`src/design/rdse_pkg.sv`:
```
package rdse_pkg;

   // Width of the shared compare-and-subtract unit. A fraction times the base
   // stays below sixteen million, which fits in 24 bits.
   localparam int UNIT_W = 24;

   localparam logic [UNIT_W-1:0] ONE_MILLION  = 24'd1000000;
   localparam logic [19:0]       FRAC_MAX     = 20'd999999;
   localparam logic [4:0]        RADIX_MIN    = 5'd2;
   localparam logic [4:0]        RADIX_MAX    = 5'd16;
   localparam logic [4:0]        RADIX_RESET  = 5'd10;
   localparam logic [3:0]        FDIG_RESET   = 4'd0;
   localparam logic [5:0]        LAST_SLOT    = 6'd31;

   localparam logic [6:0] CHAR_ZERO  = 7'h30;
   localparam logic [6:0] CHAR_NINE  = 7'h39;
   localparam logic [6:0] CHAR_A     = 7'h41;
   localparam logic [6:0] CHAR_F     = 7'h46;
   localparam logic [6:0] CHAR_POINT = 7'h2E;

   localparam logic CSR_RADIX           = 1'b0;
   localparam logic CSR_FRACTION_DIGITS = 1'b1;

   typedef enum logic [2:0] {
      ST_IDLE,
      ST_DIV,
      ST_EMIT_INT,
      ST_DOT,
      ST_MUL,
      ST_FSTEP,
      ST_FEMIT
   } state_type;

   typedef struct packed {
      logic              ge;
      logic [UNIT_W-1:0] rest;
   } step_type;

   function automatic logic [6:0] digit_char(input logic [3:0] d);
      logic [6:0] c;
      if (d < 4'd10) begin
         c = CHAR_ZERO + {3'b000, d};
      end else begin
         c = CHAR_A + {3'b000, d} - 7'd10;
      end
      return c;
   endfunction

endpackage

```
`src/design/rdse_req_if.sv`:
```
interface rdse_req_if #(
   parameter int INT_BITS = 16
);
   logic                valid;
   logic                ready;
   logic [INT_BITS-1:0] integer_part;
   logic [19:0]         fraction_millionths;

   modport source (output valid, output integer_part, output fraction_millionths,
                   input ready);
   modport sink   (input valid, input integer_part, input fraction_millionths,
                   output ready);
endinterface

```
`src/design/rdse_rsp_if.sv`:
```
interface rdse_rsp_if;
   logic       valid;
   logic       ready;
   logic [6:0] character;
   logic       last;

   modport source (output valid, output character, output last, input ready);
   modport sink   (input valid, input character, input last, output ready);
endinterface

```
`src/design/rdse_step_unit.sv`:
```
module rdse_step_unit (
   input  logic [rdse_pkg::UNIT_W-1:0] a,
   input  logic [rdse_pkg::UNIT_W-1:0] b,
   output rdse_pkg::step_type          result
);

   logic [rdse_pkg::UNIT_W:0] diff;

   // One restoring step: subtract when the divisor fits, keep the value otherwise.
   assign diff        = {1'b0, a} - {1'b0, b};
   assign result.ge   = ~diff[rdse_pkg::UNIT_W];
   assign result.rest = diff[rdse_pkg::UNIT_W] ? a : diff[rdse_pkg::UNIT_W-1:0];

endmodule

```
`src/design/radix_digit_string_emitter.sv`:
```
// Channel  Dir  Handshake              Payload
// req      in   req.valid/req.ready    integer_part, fraction_millionths
// rsp      out  rsp.valid/rsp.ready    character, last
// csr      in   csr_we (no wait)       csr_index, csr_wdata
//
// A request is taken in the idle state, then each integer digit is found by bit-serial restoring
// division on the shared compare-and-subtract unit, followed by an emit for each digit.
// With fraction digits on, the point is emitted and each fraction digit takes a multiply by the
// base, four compare-and-subtract steps against eight, four, two and one million, and the emit.
// The block is not ready while a conversion runs; a stalled rsp channel holds the sequencer
// at its next emit and never loses a character. Reset is synchronous and active high.
module radix_digit_string_emitter #(
   parameter int INT_BITS            = 16,
   parameter int MAX_FRACTION_DIGITS = 15
) (
   input  logic        clock,
   input  logic        reset,
   rdse_req_if.sink    req,
   rdse_rsp_if.source  rsp,
   input  logic        csr_we,
   input  logic        csr_index,
   input  logic [4:0]  csr_wdata
);

   localparam int CNT_W   = $clog2(INT_BITS);
   localparam int DEPTH_W = $clog2(INT_BITS + 1);
   localparam int FD_W    = $clog2(MAX_FRACTION_DIGITS + 1);
   localparam int STACK_W = 4 * INT_BITS;
   localparam int UW      = rdse_pkg::UNIT_W;

   rdse_pkg::state_type state_ff, state_in;

   logic [4:0]          radix_ff, radix_in;
   logic [3:0]          fdig_ff, fdig_in;

   logic [INT_BITS-1:0] y_ff, y_in;
   logic [UW-1:0]       acc_ff, acc_in;
   logic [19:0]         frac_ff, frac_in;
   logic [4:0]          base_ff, base_in;
   logic [FD_W-1:0]     fd_left_ff, fd_left_in;
   logic [CNT_W-1:0]    cnt_ff, cnt_in;
   logic [STACK_W-1:0]  stack_ff, stack_in;
   logic [DEPTH_W-1:0]  depth_ff, depth_in;
   logic [5:0]          n_ff, n_in;
   logic [3:0]          digit_ff, digit_in;

   logic                rsp_valid_ff, rsp_valid_in;
   logic [6:0]          rsp_char_ff, rsp_char_in;
   logic                rsp_last_ff, rsp_last_in;

   logic [UW-1:0]       unit_a, unit_b;
   rdse_pkg::step_type  unit_out;

   logic                slot_free;
   logic                emit;
   logic [6:0]          emit_char;
   logic                emit_last;
   logic [FD_W-1:0]     fd_req;

   rdse_step_unit u_step (
      .a      (unit_a),
      .b      (unit_b),
      .result (unit_out)
   );

   assign req.ready     = (state_ff == rdse_pkg::ST_IDLE);
   assign rsp.valid     = rsp_valid_ff;
   assign rsp.character = rsp_char_ff;
   assign rsp.last      = rsp_last_ff;

   // The output register frees up either when empty or when its character leaves.
   assign slot_free = ~rsp_valid_ff | rsp.ready;

   // Requested fraction length, limited to what the block is built for.
   always_comb begin
      if (32'(fdig_ff) > MAX_FRACTION_DIGITS) begin
         fd_req = FD_W'(MAX_FRACTION_DIGITS);
      end else begin
         fd_req = FD_W'(fdig_ff);
      end
   end

   // Configuration writes.
   always_comb begin
      radix_in = radix_ff;
      fdig_in  = fdig_ff;
      if (csr_we) begin
         unique case (csr_index)
            rdse_pkg::CSR_RADIX:           radix_in = csr_wdata;
            rdse_pkg::CSR_FRACTION_DIGITS: fdig_in  = csr_wdata[3:0];
            default:                       radix_in = radix_ff;
         endcase
      end
   end

   // Sequencer: next state, datapath updates and the character to emit.
   always_comb begin
      state_in   = state_ff;
      y_in       = y_ff;
      acc_in     = acc_ff;
      frac_in    = frac_ff;
      base_in    = base_ff;
      fd_left_in = fd_left_ff;
      cnt_in     = cnt_ff;
      stack_in   = stack_ff;
      depth_in   = depth_ff;
      n_in       = n_ff;
      digit_in   = digit_ff;
      unit_a     = '0;
      unit_b     = '0;
      emit       = 1'b0;
      emit_char  = rdse_pkg::CHAR_ZERO;
      emit_last  = 1'b0;

      unique case (state_ff)
         rdse_pkg::ST_IDLE: begin
            if (req.valid) begin
               y_in = req.integer_part;
               if (req.fraction_millionths > rdse_pkg::FRAC_MAX) begin
                  frac_in = rdse_pkg::FRAC_MAX;
               end else begin
                  frac_in = req.fraction_millionths;
               end
               if (radix_ff < rdse_pkg::RADIX_MIN) begin
                  base_in = rdse_pkg::RADIX_MIN;
               end else if (radix_ff > rdse_pkg::RADIX_MAX) begin
                  base_in = rdse_pkg::RADIX_MAX;
               end else begin
                  base_in = radix_ff;
               end
               fd_left_in = fd_req;
               acc_in     = '0;
               cnt_in     = CNT_W'(INT_BITS - 1);
               depth_in   = '0;
               n_in       = '0;
               state_in   = rdse_pkg::ST_DIV;
            end
         end

         rdse_pkg::ST_DIV: begin
            // Shift the next dividend bit into the remainder and try the base.
            // A zero integer part yields one zero digit on its own.
            unit_a = UW'({acc_ff[4:0], y_ff[INT_BITS-1]});
            unit_b = UW'(base_ff);
            acc_in = unit_out.rest;
            y_in   = {y_ff[INT_BITS-2:0], unit_out.ge};
            if (cnt_ff == '0) begin
               // The remainder is the digit; the newest digit sits on top.
               stack_in = {stack_ff[STACK_W-5:0], unit_out.rest[3:0]};
               depth_in = depth_ff + DEPTH_W'(1);
               acc_in   = '0;
               cnt_in   = CNT_W'(INT_BITS - 1);
               if (y_in == '0) begin
                  state_in = rdse_pkg::ST_EMIT_INT;
               end
            end else begin
               cnt_in = cnt_ff - CNT_W'(1);
            end
         end

         rdse_pkg::ST_EMIT_INT: begin
            if (slot_free) begin
               emit      = 1'b1;
               emit_char = rdse_pkg::digit_char(stack_ff[3:0]);
               emit_last = (n_ff == rdse_pkg::LAST_SLOT) ||
                           ((depth_ff == DEPTH_W'(1)) && (fd_left_ff == '0));
               stack_in  = {4'b0000, stack_ff[STACK_W-1:4]};
               depth_in  = depth_ff - DEPTH_W'(1);
               n_in      = n_ff + 6'd1;
               if (emit_last) begin
                  state_in = rdse_pkg::ST_IDLE;
               end else if (depth_ff == DEPTH_W'(1)) begin
                  state_in = rdse_pkg::ST_DOT;
               end
            end
         end

         rdse_pkg::ST_DOT: begin
            if (slot_free) begin
               emit      = 1'b1;
               emit_char = rdse_pkg::CHAR_POINT;
               emit_last = (n_ff == rdse_pkg::LAST_SLOT);
               n_in      = n_ff + 6'd1;
               state_in  = emit_last ? rdse_pkg::ST_IDLE : rdse_pkg::ST_MUL;
            end
         end

         rdse_pkg::ST_MUL: begin
            acc_in   = UW'({4'b0000, frac_ff}) * UW'(base_ff);
            cnt_in   = CNT_W'(3);
            digit_in = '0;
            state_in = rdse_pkg::ST_FSTEP;
         end

         rdse_pkg::ST_FSTEP: begin
            // Digit bits from eight million down to one million.
            unit_a   = acc_ff;
            unit_b   = rdse_pkg::ONE_MILLION << cnt_ff[1:0];
            acc_in   = unit_out.rest;
            digit_in = {digit_ff[2:0], unit_out.ge};
            if (cnt_ff == '0) begin
               state_in = rdse_pkg::ST_FEMIT;
            end else begin
               cnt_in = cnt_ff - CNT_W'(1);
            end
         end

         rdse_pkg::ST_FEMIT: begin
            if (slot_free) begin
               emit       = 1'b1;
               emit_char  = rdse_pkg::digit_char(digit_ff);
               emit_last  = (fd_left_ff == FD_W'(1)) || (n_ff == rdse_pkg::LAST_SLOT);
               frac_in    = acc_ff[19:0];
               fd_left_in = fd_left_ff - FD_W'(1);
               n_in       = n_ff + 6'd1;
               state_in   = emit_last ? rdse_pkg::ST_IDLE : rdse_pkg::ST_MUL;
            end
         end

         default: begin
            state_in = rdse_pkg::ST_IDLE;
         end
      endcase
   end

   // Output register.
   always_comb begin
      rsp_valid_in = rsp_valid_ff;
      rsp_char_in  = rsp_char_ff;
      rsp_last_in  = rsp_last_ff;
      if (emit) begin
         rsp_valid_in = 1'b1;
         rsp_char_in  = emit_char;
         rsp_last_in  = emit_last;
      end else if (rsp.ready) begin
         rsp_valid_in = 1'b0;
      end
   end

   always_ff @(posedge clock) begin
      if (reset) begin
         state_ff     <= rdse_pkg::ST_IDLE;
         rsp_valid_ff <= 1'b0;
         radix_ff     <= rdse_pkg::RADIX_RESET;
         fdig_ff      <= rdse_pkg::FDIG_RESET;
      end else begin
         state_ff     <= state_in;
         rsp_valid_ff <= rsp_valid_in;
         radix_ff     <= radix_in;
         fdig_ff      <= fdig_in;
      end
   end

   always_ff @(posedge clock) begin
      y_ff        <= y_in;
      acc_ff      <= acc_in;
      frac_ff     <= frac_in;
      base_ff     <= base_in;
      fd_left_ff  <= fd_left_in;
      cnt_ff      <= cnt_in;
      stack_ff    <= stack_in;
      depth_ff    <= depth_in;
      n_ff        <= n_in;
      digit_ff    <= digit_in;
      rsp_char_ff <= rsp_char_in;
      rsp_last_ff <= rsp_last_in;
   end

endmodule

```
`src/flat_wrapper.sv`:
```
// flat-port wrapper written by rule: the top's interface ports become plain ports
module radix_digit_string_emitter_flat 
#(
   parameter int INT_BITS            = 16,
   parameter int MAX_FRACTION_DIGITS = 15
)
  (clock, reset, csr_we, csr_index, csr_wdata, req_valid, req_integer_part, req_fraction_millionths, req_ready, rsp_valid, rsp_character, rsp_last, rsp_ready);
  rdse_req_if #(.INT_BITS(INT_BITS)) req_i ();
  rdse_rsp_if rsp_i ();
  input  logic clock;
  input  logic reset;
  input  logic csr_we;
  input  logic csr_index;
  input  logic [4:0] csr_wdata;
  input wire logic [$bits(req_i.valid)-1:0] req_valid;
  input wire logic [$bits(req_i.integer_part)-1:0] req_integer_part;
  input wire logic [$bits(req_i.fraction_millionths)-1:0] req_fraction_millionths;
  output wire logic [$bits(req_i.ready)-1:0] req_ready;
  output wire logic [$bits(rsp_i.valid)-1:0] rsp_valid;
  output wire logic [$bits(rsp_i.character)-1:0] rsp_character;
  output wire logic [$bits(rsp_i.last)-1:0] rsp_last;
  input wire logic [$bits(rsp_i.ready)-1:0] rsp_ready;
  assign req_i.valid = req_valid;
  assign req_i.integer_part = req_integer_part;
  assign req_i.fraction_millionths = req_fraction_millionths;
  assign req_ready = req_i.ready;
  assign rsp_valid = rsp_i.valid;
  assign rsp_character = rsp_i.character;
  assign rsp_last = rsp_i.last;
  assign rsp_i.ready = rsp_ready;
  radix_digit_string_emitter #(.INT_BITS(INT_BITS), .MAX_FRACTION_DIGITS(MAX_FRACTION_DIGITS)) u_core (.clock(clock), .reset(reset), .req(req_i), .rsp(rsp_i), .csr_we(csr_we), .csr_index(csr_index), .csr_wdata(csr_wdata));
endmodule
```
`config.mk`:
```
export PLATFORM = sky130hd
export DESIGN_NAME = radix_digit_string_emitter_flat
export DESIGN_NICKNAME = d
export VERILOG_FILES = /design/src/design/rdse_pkg.sv /design/src/design/rdse_req_if.sv /design/src/design/rdse_rsp_if.sv /design/src/design/rdse_step_unit.sv /design/src/design/radix_digit_string_emitter.sv /design/src/flat_wrapper.sv
export SDC_FILE = /design/constraint.sdc
export NUM_CORES = 1
export LEC_CHECK = 0
export ABC_AREA = 1
export ABC_CLOCK_PERIOD_IN_PS = 16600
export BUFFER_PORTS_ARGS = -buffer_cell sky130_fd_sc_hd__buf_2
export CAP_MARGIN = 30
export CORE_MARGIN = 3
export CORE_UTILIZATION = 55
export CTS_CLUSTER_DIAMETER = 50
export CTS_CLUSTER_SIZE = 14
export DETAILED_ROUTE_END_ITERATION = 12
export PLACE_DENSITY = 0.81
export SLEW_MARGIN = 10
export SYNTH_ARGS = -nofsm -noshare
export SYNTH_HDL_FRONTEND = slang
export SYNTH_HIERARCHICAL = 1
export SYNTH_SLANG_ARGS = --single-unit
```
`constraint.sdc`:
```
create_clock -name clock -period 16.6 [get_ports clock]
set_input_delay 1.66 -clock clock [delete_from_list [all_inputs] [get_ports clock]]
set_output_delay 1.66 -clock clock [all_outputs]
set_load 0.03 [all_outputs]
```
==> After elaboration in Yosys (flattened, before gate mapping) <==
Index checks and enable logic that the tools add are counted.
{ "op_classes": {"order_cmp": 5, "bitwise": 4, "mux": 57, "n_shift": 1, "reduce_logical": 28, "n_eq_ne": 19, "addsub": 12, "mul": 1} }
{ "ops": {"columns": ["op", "count"], "rows": [
  ["64-bit two-way mux", 2],
  ["64-bit one-hot mux with 2 select lines", 1],
  ["24-bit one-hot mux with 2 select lines", 2],
  ["24-bit one-hot mux with 4 select lines", 1],
  ["24-bit two-way mux", 3],
  ["20-bit two-way mux", 3],
  ["20-bit one-hot mux with 2 select lines", 1],
  ["3-bit two-way mux", 11],
  ["16-bit one-hot mux with 2 select lines", 1],
  ["7-bit two-way mux", 4],
  ["5-bit two-way mux", 5],
  ["24-bit by 24-bit subtractor with 25-bit output", 1],
  ["20-bit by 5-bit multiplier with 24-bit output", 1],
  ["20-bit by 2-bit << shifter with 24-bit output, first input constant", 1],
  ["3-bit one-hot mux with 7 select lines", 1],
  ["7-bit one-hot mux with 3 select lines", 1],
  ["20-bit > comparator, second input constant", 1],
  ["4-bit two-way mux", 5],
  ["16-bit logical NOT", 1],
  ["16-bit two-way mux", 1],
  ["4-bit one-hot mux with 2 select lines", 2],
  ["4-bit one-hot mux with 4 select lines", 1],
  ["5-bit one-hot mux with 3 select lines", 1],
  ["6-bit by 4-bit adder with 7-bit output, first input constant", 2],
  ["other kinds (37)", 74]
]} }
{ "word_totals": {"inputBits": 47, "out_inout_bits": 10, "register_bits": 173, "elab_cells": 144} }

==> Logic depth before layout (Yosys ltp) <==
{ "depth": {"word_depth": 8, "ltp_mapped": 29, "mapped_depth_nobuf": 25} }

==> Cells and area by module <==
The synthesis kept the hierarchy.
{ "modules_own_cells": {"columns": ["mod", "cells_per_inst", "seq_area_each_um2", "area_each_um2", "n_inst"], "rows": [
  ["radix_digit_string_emitter", 1515, 5064.9, 11932.7, 1],
  ["rdse_step_unit", 452, 0.0, 2147.1, 1]
]} }

==> Worst setup path after synthesis <==
OpenSTA, ideal clock, no wires.
{ "synth_path": {"path_type": "input to register", "start": "in rsp_ready", "end": "reg u_core.stack_ff[0], enable pin", "t_required_ns": 16.026, "setup_slack_ns": 9.758, "t_arrival_ns": 6.268, "path_stages": 2, "cell_sequence": "nor2_1 -> o21ai_0"} }
{ "synth_via": {"elab_chain_len": 3} }
{ "synth_lines": {"columns": ["item", "line_no", "source"], "rows": [
  ["from (decl)", "flat_wrapper.sv:22", "input wire logic [$bits(rsp_i.ready)-1:0] rsp_ready;"],
  ["1-bit bitwise OR", "radix_digit_string_emitter.sv:72", "assign slot_free = ~rsp_valid_ff | rsp.ready;"],
  ["2-bit by 1-bit inequality test with 1-bit output (no source line)", null, null],
  ["3-bit AND reduction (no source line)", null, null],
  ["to (signal assigned)", "radix_digit_string_emitter.sv:261", "stack_ff <= stack_in;"],
  ["to (decl)", "radix_digit_string_emitter.sv:42", "logic [STACK_W-1:0] stack_ff, stack_in;"]
]} }
No other way between the ends.
A chain may end at the register's enable or synchronous reset.

==> reports/qor.txt <==
Status - completed
Largest family of logic cells by synthesized area - simple AND/OR/NAND/NOR gates
Max incr delay on CP - 0.71 ns
Top_reg_cell synth - edfxtp_1
Vias in the first global route - 12152
Compound-Gate Fraction of Synth Area - 0.0798
Synth Register Bits - 173
Mux cell area share after synthesis - 0
Synthesized area per cell - 7.16 um2
First-pass GRT wire length - 57.9 mm
Met1 Use GR - 0.325
Die Area - 27600 um2
CTS tree - done
Die width - 166 um
Initial antenna violation count - 0
R2R Setup Slk - 11.88 ns
Setup crit start kind - flop
Fin crit share - 0.285
Die Ht - 166 um
Max Cap Violations - 0
Simple-gate share of the synthesized area - 0.272
Initial DRC Count - 917
Max FO, Critical Path - 40
Clock Latency Late Sink - 0.44 ns
Crit path launch - u_core/state_ff[0]$_SDFFE_PP0P_
Core footprint - 24700 um2
Worst r2r src - u_core/state_ff[0]$_SDFFE_PP0P_
M2 GR Usage - 0.433
Rows - 57
Vias per cell - 5.26
Critical Path Sink Type - flop
Starting density of the core - 0.569
Async S/R FF share, synth - 0
Routed wire per std cell - 15.1 um
Met3 Usage GRT - 0.0364
CTS Sinks - 173
Min Tclk post-route - 4.72 ns
Dpl hpwl - 27.2 mm
Port bufs - 56
Top cells by area, synth - edfxtp_1 34%, nand2_1 16%, inv_1 12%
Global routing's busiest layer - met2
# DRC - 0
WS Path Type - reg -> reg
Largest area contributor in the netlist - edfxtp_1
Synth warn - 6
CTS Buffer Depth - 2
Min-delay worst type - reg -> reg
Post-CTS Resized - 0
Final ANT Viol Nets - 0
Slew Viols, Final - 0
Slowest CP cell - nand3_2
Setup Buffers After CTS - 0
Inserted Clock Buffers - 17
TritonRoute pass-1 iters - 5
Critical path cell sequence - inv_2 -> nor2_4 -> inv_2 -> nor2_4 -> inv_2 -> nor2_1 -> ha_1 -> fa_1 -> inv_1 -> nand3_1 -> nand3_1 -> nand2_1 -> nand2_2 -> nand2_1 -> nand3_2 -> nor2_1 -> nand3_1 -> nor2_1 -> nand2_1 -> nand2_1 -> nand2_1 -> nor2_1 -> nor2_1 -> nor2_1
Fin Setup TNS - 0 ns
Fmax - 212 MHz
Pin count of the biggest net entering global routing - 71
Crit path DAT - 5.10 ns
Post-CTS Hold Buffers - 0
Total Nets Final - 2172
Synth unique cells - 43
Post-synth EDFFs - 160
Share of cells above drive strength 1 - 0.0665
Adder-Cell Fraction of Synth Area - 0.139
Grt total ovfl - 0
Final setup fails - 0
Post-Synthesis Cell Area - 14100 um2
Gpl congestion - 0.982
Synth top area share - 0.341
Critical Path RT - 16.97 ns
Crit-path most repeated cell - nor2_1
CTS root buffer - clkbuf_16
Antenna Diode Count - 0
Via Count - 12301
Sequential fraction of the synthesis area - 0.360
Global-route usage over all layers - 0.254
Synth Instances - 1967
Clock skew - 0.0149 ns
Final Hold Violating Endpoints - 0
Hold path startpoint - u_core/radix_ff[2]$_SDFFE_PP0P_
Clk slew on worst S/H paths - 0.07 ns
DRT Wirelength - 35.2 mm
XOR/XNOR Fraction of Synth Area - 0.0112
Area Overhead vs Synth - 8.30%
Slew headroom - 0.378
Measured slew at the worst slew-check pin - 0.927 ns
H-tree depth - 4
Io pins - 57
RSZ-0062 raised after global routing - false
==> placed cells by master (no fill, tap or decap), types with 15 or more instances in the layout <==
| cell type | count |
|---|---|
| nand2_1 | 612 |
| nor2_1 | 171 |
| ha_1 | 70 |
| inv_1 | 445 |
| fa_1 | 54 |
| a21oi_1 | 51 |
| o22ai_1 | 15 |
| o21ai_0 | 115 |
| nand3_1 | 81 |
| buf_2 | 56 |
| edfxtp_1 | 160 |
| clkbuf_16 | 17 |
| nand4_1 | 25 |
==> per-stage QoR <==
| step | utilization | hold slack [ns] | cells | instance area [um2] | setup slack [ns] |
|---|---|---|---|---|---|
| finish | 0.616 | 0.486 | 2338 | 15200 | 11.88 |
| global route | 0.616 | 0.524 | 2338 | 15200 | 11.41 |
| CTS | 0.615 | 0.482 | 2337 | 15200 | 11.98 |
| detailed placement | 0.591 | 0.471 | 2305 | 14600 | 12.05 |
| global placement | 0.590 | 0.471 | 2303 | 14600 | 12.17 |
| floorplan | - | 0.445 | 1969 | 14100 | 9.76 |
==> critical path: cells and delay by family (launching register included) <==
| kind | cells | cell delay (ns) |
|---|---|---|
| AND/OR/NAND/NOR | 18 | 3.13 |
| adder cells (fa/ha/maj) | 2 | 0.48 |
| buffers and inverters | 4 | 0.59 |
| flip-flops | 1 | 0.43 |
==> cell families after synthesis <==
group | Yosys count
other | 1
and+or+nand+nor | 938
adders and majority gates | 124
buffers and inverters | 508
DFF | 173
xor gates and xnor gates | 18
AOI/OAI and AO/OA | 205
==> final cells by class <==
cell class / count / area [um2]
sequential: 173 / 5060
timing repair buffer: 65 / 388
fill: 2200 / 9500
clock buffer: 18 / 429
inverter: 456 / 1710
tap: 324 / 405
clock inverter: 14 / 163
multi-input combinational: 1288 / 7090
==> layer usage <==
| layer | vias up | wire [um] | share of wire |
|---|---|---|---|
| met5 | - | 0 | 0 |
| met4 | 0 | 1290 | 0.037 |
| met3 | 88 | 1830 | 0.052 |
| met2 | 377 | 16800 | 0.48 |
| met1 | 5699 | 15200 | 0.43 |
| li1 | 6137 | - | - |
==> sequential cells by signal, indices dropped and copies added (netlist names), 6 cells and up <==
register,flops
u_core/stack_ff,64
u_core/frac_ff,20
u_core/rsp.character,7
u_core/y_ff,16
u_core/n_ff,6
u_core/acc_ff,24
==> synth_stat cells (12+ instances only) <==
library cell,number
a21oi_1,51
buf_2,17
clkbuf_1,28
dfxtp_1,13
edfxtp_1,160
fa_1,54
ha_1,70
inv_1,445
nand2_1,612
nand3_1,81
nand4_1,25
nor2_1,171
nor3_1,12
o21ai_0,116
o22ai_1,15
or2_2,13
xnor2_1,12
==> path summary, 6_finish.rpt <==
check                                          to  depth (start not counted)
hold / removal    u_core/radix_ff[2]$_SDFFE_PP0P_                          2
hold reg to reg   u_core/radix_ff[2]$_SDFFE_PP0P_                          2
setup / recovery  u_core/state_ff[0]$_SDFFE_PP0P_                         24
setup reg to reg  u_core/state_ff[0]$_SDFFE_PP0P_                         24
Power is not shown: default switching activity piles up to over one toggle a cycle in this logic, so the estimate is an artifact.
